## config.mk

```make
export PLATFORM = sky130hd
export DESIGN_NAME = nbew_queue
export DESIGN_NICKNAME = d
export VERILOG_FILES = /design/src/hdl/nbew_pkg.sv /design/src/hdl/nbew_queue.sv
export SDC_FILE = /design/constraint.sdc
export NUM_CORES = 1
export LEC_CHECK = 0
export BUFFER_PORTS_ARGS = -buffer_cell sky130_fd_sc_hd__buf_2
export CORE_MARGIN = 2
export CORE_UTILIZATION = 50
export DETAILED_ROUTE_END_ITERATION = 10
export PLACE_DENSITY_LB_ADDON = 0.3
export SYNTH_ARGS = -nofsm -noshare
export SYNTH_HDL_FRONTEND = slang
export SYNTH_SLANG_ARGS = --single-unit
export TNS_END_PERCENT = 20
```

## constraint.sdc

```tcl
create_clock -name clk -period 1.75 [get_ports clk]
set_input_delay 0.175 -clock clk [delete_from_list [all_inputs] [get_ports clk]]
set_output_delay 0.175 -clock clk [all_outputs]
set_load 0.01 [all_outputs]
```

## src/hdl/nbew_pkg.sv

```systemverilog
// nbew_pkg: shared types and codes for the neighbor edge weight block
// configuration record, operation and register codes, queue entry layout
// no dependencies
package nbew_pkg;

    // fixed width of the pixel and weight fields on the ports
    localparam int unsigned FIELD_W = 16;

    // entries of the queue between front and back
    localparam int unsigned QUEUE_DEPTH = 4;
    localparam int unsigned QUEUE_AW    = 2;
    localparam int unsigned QUEUE_CW    = 3;

    typedef enum logic [1:0] {
        REG_DIRECTION    = 2'd0,
        REG_OPERATION    = 2'd1,
        REG_IMAGE_WIDTH  = 2'd2,
        REG_IMAGE_HEIGHT = 2'd3
    } reg_index_t;

    typedef enum logic [1:0] {
        OP_RANGE  = 2'd0,
        OP_MAXVAL = 2'd1,
        OP_MINVAL = 2'd2
    } op_t;

    localparam logic DIR_RIGHT = 1'b0;
    localparam logic DIR_BELOW = 1'b1;

    localparam logic [12:0] WIDTH_RESET  = 13'd4096;
    localparam logic [15:0] HEIGHT_RESET = 16'd1;

    typedef struct packed {
        logic        direction;
        logic [1:0]  operation;
        logic [12:0] image_width;
        logic [15:0] image_height;
    } cfg_t;

    // one classified pixel: its partner, itself and which results it owes
    typedef struct packed {
        logic [FIELD_W-1:0] partner;
        logic [FIELD_W-1:0] pixel;
        logic               has_pair;
        logic               has_zero;
        logic               is_last;
    } queue_entry_t;

endpackage

```

## src/hdl/nbew_queue.sv

```systemverilog
// nbew_queue: short queue of classified pixels between front and back
// depends on nbew_pkg
module nbew_queue (
    input  logic                                clk,
    input  logic                                rst_n,
    input  logic                                push,
    input  nbew_pkg::queue_entry_t              push_entry,
    input  logic                                pop,
    output logic                                head_valid,
    output nbew_pkg::queue_entry_t              head,
    output logic [nbew_pkg::QUEUE_CW-1:0]       count
);

    nbew_pkg::queue_entry_t             slot_reg [nbew_pkg::QUEUE_DEPTH];
    logic [nbew_pkg::QUEUE_AW-1:0]      wr_ptr_reg;
    logic [nbew_pkg::QUEUE_AW-1:0]      rd_ptr_reg;
    logic [nbew_pkg::QUEUE_CW-1:0]      count_reg;
    logic [nbew_pkg::QUEUE_CW-1:0]      count_next;

    always_comb
    begin
        count_next = count_reg;
        if (push && !pop)
            count_next = count_reg + nbew_pkg::QUEUE_CW'(1);
        else if (pop && !push)
            count_next = count_reg - nbew_pkg::QUEUE_CW'(1);
    end

    always_ff @(posedge clk or negedge rst_n)
    begin
        if (!rst_n)
        begin
            wr_ptr_reg <= '0;
            rd_ptr_reg <= '0;
            count_reg  <= '0;
        end
        else
        begin
            if (push)
                wr_ptr_reg <= wr_ptr_reg + nbew_pkg::QUEUE_AW'(1);
            if (pop)
                rd_ptr_reg <= rd_ptr_reg + nbew_pkg::QUEUE_AW'(1);
            count_reg <= count_next;
        end
    end

    always_ff @(posedge clk)
    begin
        if (push)
            slot_reg[wr_ptr_reg] <= push_entry;
    end

    assign head_valid = (count_reg != '0);
    assign head       = slot_reg[rd_ptr_reg];
    assign count      = count_reg;

    a_no_overflow: assert property (@(posedge clk) disable iff (!rst_n)
        push |-> (count_reg != nbew_pkg::QUEUE_CW'(nbew_pkg::QUEUE_DEPTH)) || pop)
        else $error("push into a full queue");

    a_no_underflow: assert property (@(posedge clk) disable iff (!rst_n)
        pop |-> head_valid)
        else $error("pop from an empty queue");

endmodule

```

* Word-level counts from Yosys, hierarchy flattened *
Memory sizes are Yosys's and may differ from the RTL's.
Index checks and enable logic that the tools add are counted.

cells by class
  order comparisons = 0
  reduce and logical (&&, ||, !) cells = 6
  bitwise gates (word level) = 0
  multiplexer cells = 4
  shift operators = 0
  div/mod/pow operators = 0
  equal/unequal tests = 0
  add/subtract/negate cells = 4
  $mul = 0

operator list
  cell                                              number
  2-to-1 mux 3 bit                                  2
  adder 2 x 1 -> 2 bit, second input constant       2
  adder 3 x 1 -> 3 bit, second input constant       1
  nonzero test 3 bit                                1
  subtractor 3 x 1 -> 3 bit, second input constant  1
  logical AND 1 bit                                 2
  logical NOT 1 bit                                 2
  2-to-1 mux 1 bit                                  2
  nonzero test 2 bit                                1

storage, ports and cells
  bits in registers = 7
  bits in latches = 0
  input port bits = 39
  bits in writable memories = 140
  bits in read-only memories = 0
  word-level logic and storage cells = 18
  memories kept = 1
  output and inout port bits = 39

memory list
  memory    words  width  rd ports  clocked after Yosys merged registers in  wr ports  RTL line          RTL
  slot_reg  4      35     1         0                                        1         nbew_queue.sv:14  nbew_pkg::queue_entry_t slot_reg [nbew_pkg::QUEUE_DEPTH];

* Longest topological paths before layout *
Gate-level depths: netlist (run 1).

  depth in word-level cells = 4
  mapped depth = 7
  depth with buffers taken out = 7

* Worst setup path before layout (run 1) *
Ideal clock, no wire load.

  path kind = flip-flop to flip-flop
  from = reg wr_ptr_reg[0] in the netlist's numbering
  to = mem slot_reg[2][0] in the netlist's numbering, enable pin
  setup slack = -0.122 ns
  arrival time = 1.477 ns
  data required time = 1.355 ns
  period minus slack after synthesis = 1.872 ns
  setup time = 0.395 ns
  cell stages (with the launch flop) = 4
  path buffers = 0
  cell sequence = dfrtp_1 -> inv_1 -> ha_1 -> and2_1

RTL lines
  item                      RTL line          RTL
  start: declaration        nbew_queue.sv:15  logic [nbew_pkg::QUEUE_AW-1:0] wr_ptr_reg;
  start signal: assignment  nbew_queue.sv:40  wr_ptr_reg <= wr_ptr_reg + nbew_pkg::QUEUE_AW'(1);
  end: declaration          nbew_queue.sv:14

No word-level cell before the write port.

==> out/metrics.yaml, run 1 <==
run_status:
  status: "finished, violations left"
  violations: "setup timing"
global_route:
  grt_overflow: 0
  antenna_found_initial: 0
  grt_pass1_wl_mm: 14.76
  groute.usage.overall_pct: 17.69
  grt_max_degree: 28
  grt_pass1_vias: 2770
synthesis:
  synth.top_cell.area_share_pct: 76.52
  synth_nets: 261
  syn-mean-instance-area_um2: 25.44
  ys.flop_type: "edfxtp_1"
  synthCells: 216
  synth_common_cells: "edfxtp_1, mux4_2, dfrtp_1, mux4_1, ha_1"
  synth_area_um2: 5494
  synth_most_common_cell: "edfxtp_1"
  seq_area_frac_synth_pct: 79.71
  synth.largest_area_cell: "edfxtp_1"
  yosys_register_bits: 147
  ys.warnings.count: 0
  ys_top_cells_by_area: "edfxtp_1, mux4_2, mux4_1"
  ys_types: 18
  synth_edf_count: 140
  ys_async_sr_fraction_pct: 4.762
setup_path:
  crit_type: "flip-flop to output port"
  start_kind: "flip-flop"
  arrival_ns: 1.85
  worstSetupEndpointType: "output port"
  path_cells: "buf_12 > mux4_2 > buf_6"
  cpPeakStageDelay_ns: 0.56
  crit_fanout: 21
  crit_required_ns: 1.57
  cp_slowest_cell: "mux4_2"
floorplan:
  num_rows: 38
  die_h_um: 108.8
  initial_core_util_pct: 50.90
  io_pins: 78
  core_um2: 10790
  die_x_um: 108.8
  dieArea_um2: 11840
timing:
  min_period_over_period_pct: 115.8
  worstMarginPinSlew_ns: 0.2998
  period_needed_ns: 2.027
  slew_viol_final: 0
  final_hold_viol_count: 0
  fin_hold_ws_ns: 0.4079
  finClkSkew_ns: 0.005697
  grt_setup_unrepaired: "yes"
  slew_headroom_pct: 79.95
  setup_viol: 35
  setup_ws_ns: -0.2766
  fmax_ghz: 0.4934
cts:
  clk_pin_slew_ns: 0.06
  htree_levels: 4
  cts_inserted_buffers: 17
  clockBufferDepth: 2
  clock_sinks: 147
  clock_latency_ns: 0.52
  post-cts-setup-buffers: 0
  cts_tree: "built"
  root_buffer: "clkbuf_8"
routing:
  totalWireLength_mm: 9.552
  drt_iter0_markers: 96
  firstDrtPassIters: 4
  drcViolationCount: 0
  routed_via_density: 5.149
  via_count: 2626
  ant_nets: 0
  wl_per_cell_um: 18.73
place:
  placed_area_um2: 6168
  place.gp.congestion: 0.6994
  io_buffers: 77
  dpl.hpwl_mm: 5.782
power:
  swShare_pct: 26.97
  power_density_nw_per_um2: 1681
  power_switching_mw: 3.313
  ir_drop_v: 0.001170
  seqPwrFrac_pct: 39.7
  clkPwrFrac_pct: 28.5
  p_leak_nw: 2.593
  intPower_mw: 8.970
  power_frac_comb_pct: 31.8
layout:
  final_cell_area_um2: 7308
  largest_reg_flops: 140
  drive_gt1_share_pct: 43.51
  fin_nets: 402
  areaGrowthSynthToFinish_pct: 33.02
  final-seq-area_um2: 4382
  multi_input_area_um2: 987.2
  diodes: 0
  fillers: 709
worst_hold_path:
  min_path_type: "primary input to flip-flop"
flow_run:
  cap_viol_max_count: 0
[power by group through the flow]
stage          combinational [mW]  clock [mW]  sequential (mW)
2_1_floorplan                2.15           0             4.84
3_3_place_gp                 3.28           0             4.90
3_5_place_dp                 3.29           0             4.94
4_1_cts                      3.77        3.59             4.88
5_1_grt                      4.20        3.74             4.93
6_report                     3.91        3.50             4.87
[cells in the final DEF, fill, tap and decap left out, drive strengths merged, types with 4 or more instances in the layout]
master / count
inv: 4
clkinv: 4
buf: 90
ha: 5
xor2: 4
edfxtp: 140
clkbuf: 20
dfrtp: 7
mux4: 35
clkinvlp: 5
and2: 4
dlygate4sd3: 40
[repair_timing]
item                                    CTS  global route
endpoints found under the hold margin   151             0
endpoints found under the setup margin   35            35
resized for setup                        24            12
hold buffers                             40             0
[worst paths after layout]
path                                                start                        end  slack (ns)  depth (start not counted)
worst max-delay path            rd_ptr_reg[0]$_DFFE_PN0P_                    head[4]       -0.28                          3
worst min-delay path                       push_entry[21]  slot_reg[0][21]$_DFFE_PP_        0.41                          2
worst max register to register  wr_ptr_reg[0]$_DFFE_PN0P_  slot_reg[2][10]$_DFFE_PP_        0.28                          4
worst min register to register       count[2]$_DFFE_PN0P_       count[2]$_DFFE_PN0P_        0.49                          1
max in group asynchronous                           rst_n  rd_ptr_reg[1]$_DFFE_PN0P_        0.32                          4
min in group asynchronous                           rst_n  rd_ptr_reg[0]$_DFFE_PN0P_        0.52                          3
[per-layer routing]
metal	up-vias	part of all wire, %	GRT usage [%]
li1	1192	-	-
met1	1354	44	22.58
met2	68	51	28.53
met3	12	4.5	5.499
met4	0	1.3	7.143
met5	-	0	0
[through the flow]
stage | TNS [ns] | worst slack, ns | power, mW | utilization [%] | cells
after CTS | -9.806 | -0.3208 | 12.24 | 67.11 | 510
final | -8.091 | -0.2766 | 12.28 | 67.71 | 510
after global routing | -11.13 | -0.3611 | 12.88 | 67.71 | 510
after global placement | 0 | 0.2198 | 8.180 | 57.15 | 438
after floorplan | -8.964 | -0.1224 | 6.999 | - | 216
after detailed placement | 0 | 0.2131 | 8.236 | 57.15 | 438
[kinds of logic after synthesis]
kind of cell / count (synthesis) / share of synthesized area [%]
flip-flops: 147 / 79.71
multiplexers: 36 / 15.03
buffers and inverters: 12 / 1.936
AND/OR/NAND/NOR: 8 / 0.7743
XOR/XNOR: 6 / 0.9565
adder cells (fa/ha/maj): 6 / 1.503
AO/OA/AOI/OAI: 1 / 0.09101
[critical path, delay by kind of cell, from the launching register on]
family                 cells  cell delay [ns]
muxes                      1             0.56
DFF                        1             0.40
buffers and inverters      2             0.36
[final cells by class]
| cell class | count | share of cell area (%) |
|---|---|---|
| Sequential cell | 147 | 59.96 |
| Timing Repair Buffer | 130 | 15.94 |
| Multi-Input combinational cell | 57 | 13.51 |
| Clock buffer | 20 | 5.821 |
| Tap cell | 140 | 2.397 |
| Clock inverter | 12 | 2.174 |
| Inverter | 4 | 0.2054 |
(Power assumes the default switching activity.)
==> inputs of run 2 (changes only) <==
--- a/config.mk
+++ b/config.mk
@@ -9,7 +9,10 @@
 export CORE_MARGIN = 2
 export CORE_UTILIZATION = 50
 export DETAILED_ROUTE_END_ITERATION = 10
+export GPL_TIMING_DRIVEN = 0
 export PLACE_DENSITY_LB_ADDON = 0.3
+export REMOVE_ABC_BUFFERS = 1
+export SKIP_LAST_GASP = 1
 export SYNTH_ARGS = -nofsm -noshare
 export SYNTH_HDL_FRONTEND = slang
 export SYNTH_SLANG_ARGS = --single-unit
==> out/metrics.yaml, run 2 (synthesis gave the netlist of run 1 again) <==
run_status:
  status: "finished, violations left"
  violations: "setup timing"
floorplan:
  dieArea_um2: 11840  # unchanged
  core_um2: 10790  # unchanged
  die_h_um: 108.8  # unchanged
  initial_core_util_pct: 50.90  # unchanged
  die_x_um: 108.8  # unchanged
  num_rows: 38  # unchanged
  io_pins: 78  # unchanged
setup_path:
  crit_type: "flip-flop to output port"
  crit_fanout: 10  # -52%
  cpPeakStageDelay_ns: 0.56  # about the same
  path_cells: "buf_12 > mux4_1 > buf_2"
  worstSetupEndpointType: "output port"
  cp_slowest_cell: "mux4_1"
  crit_required_ns: 1.57  # about the same
  crit-reg2reg-capture: "slot_reg[2][9]$_DFFE_PP_"
  path_depth: 3  # unchanged
  arrival_ns: 1.86  # about the same
  crit_end: "head[26]"
  crit_buf_inv: 2  # unchanged
  crit_family: "multiplexers"
  rr_worst_depth: 4  # unchanged
  r2r_setup_slack_ns: 0.04  # -0.24 ns
  r2r-start: "wr_ptr_reg[0]$_DFFE_PN0P_"
  startpoint: "rd_ptr_reg[0]$_DFFE_PN0P_"
  start_kind: "flip-flop"
routing:
  firstDrtPassIters: 4  # unchanged
  via_count: 2609  # -0.65%
  drcViolationCount: 0  # unchanged
  ant_nets: 0  # unchanged
  routed_via_density: 5.177  # +0.54%
  wl_per_cell_um: 18.16  # -3.0%
  drt_iter0_markers: 102  # +6.3%
  totalWireLength_mm: 9.154  # -4.2%
power:
  power_frac_comb_pct: 29.1  # -2.7 points
  swShare_pct: 28.02  # +1.1 points
  clkPwrFrac_pct: 28.2  # -0.3 points
  ir_drop_v: 0.0009640  # -18%
  intPower_mw: 8.178  # -8.8%
  seqPwrFrac_pct: 42.7  # +3.0 points
  power_switching_mw: 3.184  # -3.9%
  power_density_nw_per_um2: 1607  # -4.4%
  p_leak_nw: 2.519  # -2.8%
layout:
  areaGrowthSynthToFinish_pct: 28.72
  drive_gt1_share_pct: 40.93  # -2.6 points
  diodes: 0  # unchanged
  finalCoreUtilization_pct: 65.52  # -2.2 points
  fin_nets: 396  # -1.5%
  final-seq-area_um2: 4384  # about the same
  mostFrequentLayoutCells: "edfxtp_1, buf_2, dlygate4sd3_1"
  largest_reg_flops: 140  # unchanged
  instances_no_fill: 504  # -1.2%
  final_cell_area_um2: 7072  # -3.2%
  multi_input_area_um2: 1010  # +2.3%
  final_common_cell: "edfxtp_1"
  fillers: 755  # +6.5%
timing:
  finClkSkew_ns: 0.005515  # -0.0001816 ns
  grt_setup_unrepaired: "yes"
  slew_viol_final: 0  # unchanged
  final_hold_viol_count: 0  # unchanged
  worstMarginPinSlew_ns: 0.5456  # +0.2458 ns
  min_period_over_period_pct: 116.6  # +0.76 points
  setup_ws_ns: -0.2898  # -0.01325 ns
  period_needed_ns: 2.040  # +0.01325 ns
  slew_headroom_pct: 63.62  # -16 points
  setup_viol: 35  # unchanged
  fmax_ghz: 0.4902  # -0.65%
global_route:
  grt_max_degree: 36  # +29%
  grt_overflow: 0  # unchanged
  groute.usage.overall_pct: 16.87  # -0.82 points
  grt_pass1_vias: 2797  # +0.97%
  grt_pass1_wl_mm: 14.30  # -3.1%
  antenna_found_initial: 0  # unchanged
cts:
  clk_pin_slew_ns: 0.06  # about the same
  clock_sinks: 147  # unchanged
  clockBufferDepth: 2  # unchanged
  cts_inserted_buffers: 17  # unchanged
  htree_levels: 4  # unchanged
  root_buffer: "clkbuf_8"
  cts_tree: "built"
  clock_latency_ns: 0.50  # -0.02 ns
flow_run:
  cap_viol_max_count: 0  # unchanged
place:
  dpl.hpwl_mm: 5.305  # -8.3%
  placed_area_um2: 6113  # -0.89%
  io_buffers: 77  # unchanged
  place.gp.congestion: 0.6800  # -2.8%
  placed_cells: 431  # -1.6%
worst_hold_path:
  min_path_type: "primary input to flip-flop"
run 2: how the worst min path moves through the flow:
stage / startpoint / to / slack [ns] / cells past startpoint
detailed placement: rst_n / count[0]$_DFFE_PN0P_ / 0.02 / 1
finish: pop / rd_ptr_reg[0]$_DFFE_PN0P_ / 0.42 / 3
floorplan: rst_n / count[0]$_DFFE_PN0P_ / -0.12 / 0
global placement: rst_n / count[2]$_DFFE_PN0P_ / 0.02 / 1
CTS: pop / rd_ptr_reg[0]$_DFFE_PN0P_ / 0.37 / 3
global route: push_entry[18] / slot_reg[2][18]$_DFFE_PP_ / 0.40 / 2
run 2: layout make-up:
type                            instances  share of cell area, %
Clock buffer                           19                  5.962
Clock inverter                         13                  1.592
Inverter                                4                 0.2123
Multi-Input combinational cell         57                  14.28
Sequential cell                       147                  62.00
Tap cell                              140                  2.477
Timing Repair Buffer                  124                  13.48
run 2: layer usage:
layer	share of wire [%]	global-route usage [%]	wire length [um]	vias up
li1	-	-	-	1192
met1	44	21.53	3987	1345
met2	52	27.95	4730	61
met3	3.6	4.603	334	11
met4	1.1	6.319	102	0
met5	0	0	0	-
run 2: stage by stage:
| step | setup TNS (ns) | power [mW] | hold slack (ns) | setup WS, ns |
|---|---|---|---|---|
| final | -9.170 | 11.36 | 0.4180 | -0.2898 |
| after global routing | -13.74 | 11.93 | 0.4015 | -0.3622 |
| after detailed placement | -6.014 | 8.136 | 0.01701 | -0.2925 |
| after CTS | -10.63 | 11.56 | 0.3700 | -0.3307 |
| after floorplan | -33.72 | 6.789 | -0.1206 | -0.6327 |
| after global placement | -152.36 | 7.849 | 0.01534 | -1.379 |
run 2: power by group through the flow:
stage	logic (mW)	clock network, mW	registers [mW]
after floorplan	1.66	0	5.12
after global placement	2.55	0	5.30
after detailed placement	3.09	0	5.05
after CTS	3.42	3.29	4.85
after global routing	3.60	3.43	4.90
final	3.31	3.21	4.85
run 2: timing repair:
item                       4_1_cts  5_1_grt
hold buffers                    39        0
resized for setup                2        0
cloned                           0        0
hold endpoints to repair       151        0
setup buffers                    2        0
setup endpoints to repair       51       91
run 2: worst register-to-register path, stage by stage (launching register included):
cell     delay, ns
dfrtp_1       0.43
inv_1         0.11
ha_1          0.14
and2_2        0.49
buf_16        0.24
==> inputs of run 3 (changes only) <==
--- a/config.mk
+++ b/config.mk
@@ -6,11 +6,10 @@
 export NUM_CORES = 1
 export LEC_CHECK = 0
 export BUFFER_PORTS_ARGS = -buffer_cell sky130_fd_sc_hd__buf_2
-export CORE_MARGIN = 2
 export CORE_UTILIZATION = 50
 export DETAILED_ROUTE_END_ITERATION = 10
 export GPL_TIMING_DRIVEN = 0
-export PLACE_DENSITY_LB_ADDON = 0.3
+export PLACE_DENSITY = 0.81
 export REMOVE_ABC_BUFFERS = 1
 export SKIP_LAST_GASP = 1
 export SYNTH_ARGS = -nofsm -noshare
==> out/metrics.yaml, run 3 (synthesis gave the netlist of run 1 again) <==
layout:
  drive_gt1_share_pct: 43.01  # +2.1 points
  final_common_cell: "edfxtp_1"
  fin_nets: 397  # +0.25%
  areaGrowthSynthToFinish_pct: 29.61
  fillers: 648  # -14%
  largest_reg_flops: 140  # unchanged
  finalCoreUtilization_pct: 67.76  # +2.2 points
  diodes: 0  # unchanged
  mostFrequentLayoutCells: "edfxtp_1, buf_2, dlygate4sd3_1"
setup_path:
  path_cells: "clkbuf_16 > mux4_2 > buf_2"
  crit_fanout: 9  # -1
  crit_type: "flip-flop to output port"
  rr_worst_depth: 4  # unchanged
  crit-reg2reg-capture: "slot_reg[2][23]$_DFFE_PP_"
  start_kind: "flip-flop"
  worstSetupEndpointType: "output port"
  crit_family: "flip-flops"
  cp_slowest_cell: "dfrtp_4"
  r2r-start: "wr_ptr_reg[0]$_DFFE_PN0P_"
  path_depth: 3  # unchanged
  r2r_setup_slack_ns: 0.01  # -0.03 ns
  cpPeakStageDelay_ns: 0.51  # -0.05 ns
  startpoint: "rd_ptr_reg[0]$_DFFE_PN0P_"
  crit_buf_inv: 2  # unchanged
  crit_required_ns: 1.57  # about the same
  arrival_ns: 1.89  # +0.03 ns
  crit_end: "head[30]"
cts:
  clockBufferDepth: 2  # unchanged
  clk_pin_slew_ns: 0.06  # about the same
  htree_levels: 4  # unchanged
  clock_latency_ns: 0.52  # +0.02 ns
  cts_tree: "built"
  root_buffer: "clkbuf_8"
  clock_sinks: 147  # unchanged
  cts_inserted_buffers: 17  # unchanged
timing:
  min_period_over_period_pct: 118.1  # +1.6 points
  fin_hold_ws_ns: 0.02978  # -0.3882 ns
  setup_ws_ns: -0.3176  # -0.02774 ns
  period_needed_ns: 2.068  # +0.02774 ns
  slew_headroom_pct: 62.86  # -0.77 points
  finClkSkew_ns: 0.006067  # +0.0005521 ns
  grt_setup_unrepaired: "yes"
  setup_viol: 35  # unchanged
  final_hold_viol_count: 0  # unchanged
  slew_viol_final: 0  # unchanged
  worstMarginPinSlew_ns: 0.5572  # +0.01151 ns
  fmax_ghz: 0.4837  # -1.3%
run_status:
  violations: "setup timing"
  status: "finished, violations left"
floorplan:
  dieArea_um2: 11410  # -3.6%
  io_pins: 78  # unchanged
  die_x_um: 106.8  # -1.8%
  die_h_um: 106.8  # -1.8%
  num_rows: 37  # -2.6%
  initial_core_util_pct: 52.28  # +1.4 points
  core_um2: 10510  # -2.6%
place:
  io_buffers: 77  # unchanged
  place.gp.congestion: 0.6337  # -6.8%
  place_ws_ns: -0.1933  # +0.09917 ns
  dpl.hpwl_mm: 5.621  # +6.0%
routing:
  totalWireLength_mm: 9.857  # +7.7%
  firstDrtPassIters: 4  # unchanged
  via_count: 2651  # +1.6%
  routed_via_density: 5.291  # +2.2%
  wl_per_cell_um: 19.67  # +8.3%
  drcViolationCount: 0  # unchanged
  drt_iter0_markers: 102  # unchanged
  ant_nets: 0  # unchanged
global_route:
  groute.usage.overall_pct: 18.23  # +1.4 points
  grt_pass1_wl_mm: 14.63  # +2.3%
  antenna_found_initial: 0  # unchanged
  grt_max_degree: 37  # +2.8%
  grt_overflow: 0  # unchanged
  grt_pass1_vias: 2932  # +4.8%
flow_run:
  cap_viol_max_count: 0  # unchanged
worst_hold_path:
  min_path_type: "primary input to asynchronous set/reset pin"
power:
  p_leak_nw: 2.529  # +0.39%
  power_density_nw_per_um2: 1659  # +3.2%
  ir_drop_v: 0.001082  # +12%
-- run 3: how the worst min path moves through the flow --
stage | to | slack (ns)
floorplan | count[0]$_DFFE_PN0P_ | -0.12
global placement | count[2]$_DFFE_PN0P_ | 0.01
detailed placement | count[2]$_DFFE_PN0P_ | 0.03
CTS | count[1]$_DFFE_PN0P_ | 0.01
global route | wr_ptr_reg[0]$_DFFE_PN0P_ | 0.03
finish | count[0]$_DFFE_PN0P_ | 0.03
-- run 3: power breakdown --
part | switching [mW] | internal (mW) | total (mW)
registers | 0.357 | 4.63 | 4.99
logic | 1.63 | 1.82 | 3.46
clock network | 1.34 | 2.02 | 3.36
total | 3.34 | 8.48 | 11.8
-- run 3: layout make-up --
cell class | instances | area [um^2] | share of cell area [%]
Clock buffer | 19 | 421.7 | 5.922
Clock inverter | 13 | 137.6 | 1.933
Inverter | 4 | 15.01 | 0.2109
Multi-Input combinational cell | 57 | 991.0 | 13.92
Sequential cell | 147 | 4387 | 61.61
Tap cell | 136 | 170.2 | 2.390
Timing Repair Buffer | 125 | 998.5 | 14.02
-- run 3: layer usage --
metal  wire [um]  GRT usage, %  share of wire (%)  vias up
li1            -             -                  -     1182
met1        3920         20.06                 40     1377
met2        5341         32.30                 54       76
met3         390         6.565                4.0       16
met4         204         6.751                2.1        0
met5           0             0                  0        -
-- run 3: what timing repair did --
item                       4_1_cts  5_1_grt
gates cloned                     0        2
hold endpoints to repair       151        0
setup endpoints to repair       35       55
hold buffers                    38        0
gates resized for setup          2        8
setup buffers                    2        1
pin swaps                        0        0
-- run 3: per-stage QoR --
step / power, mW / TNS (ns) / std cells / cell area [um^2]
6_report: 11.81 / -10.21 / 501 / 7121
5_1_grt: 12.33 / -14.17 / 501 / 7121
4_1_cts: 11.63 / -11.17 / 498 / 7053
3_5_place_dp: 8.109 / -3.219 / 426 / 6081
3_3_place_gp: 7.838 / -148.48 / 421 / 5958
2_1_floorplan: 6.789 / -33.72 / 208 / 5403
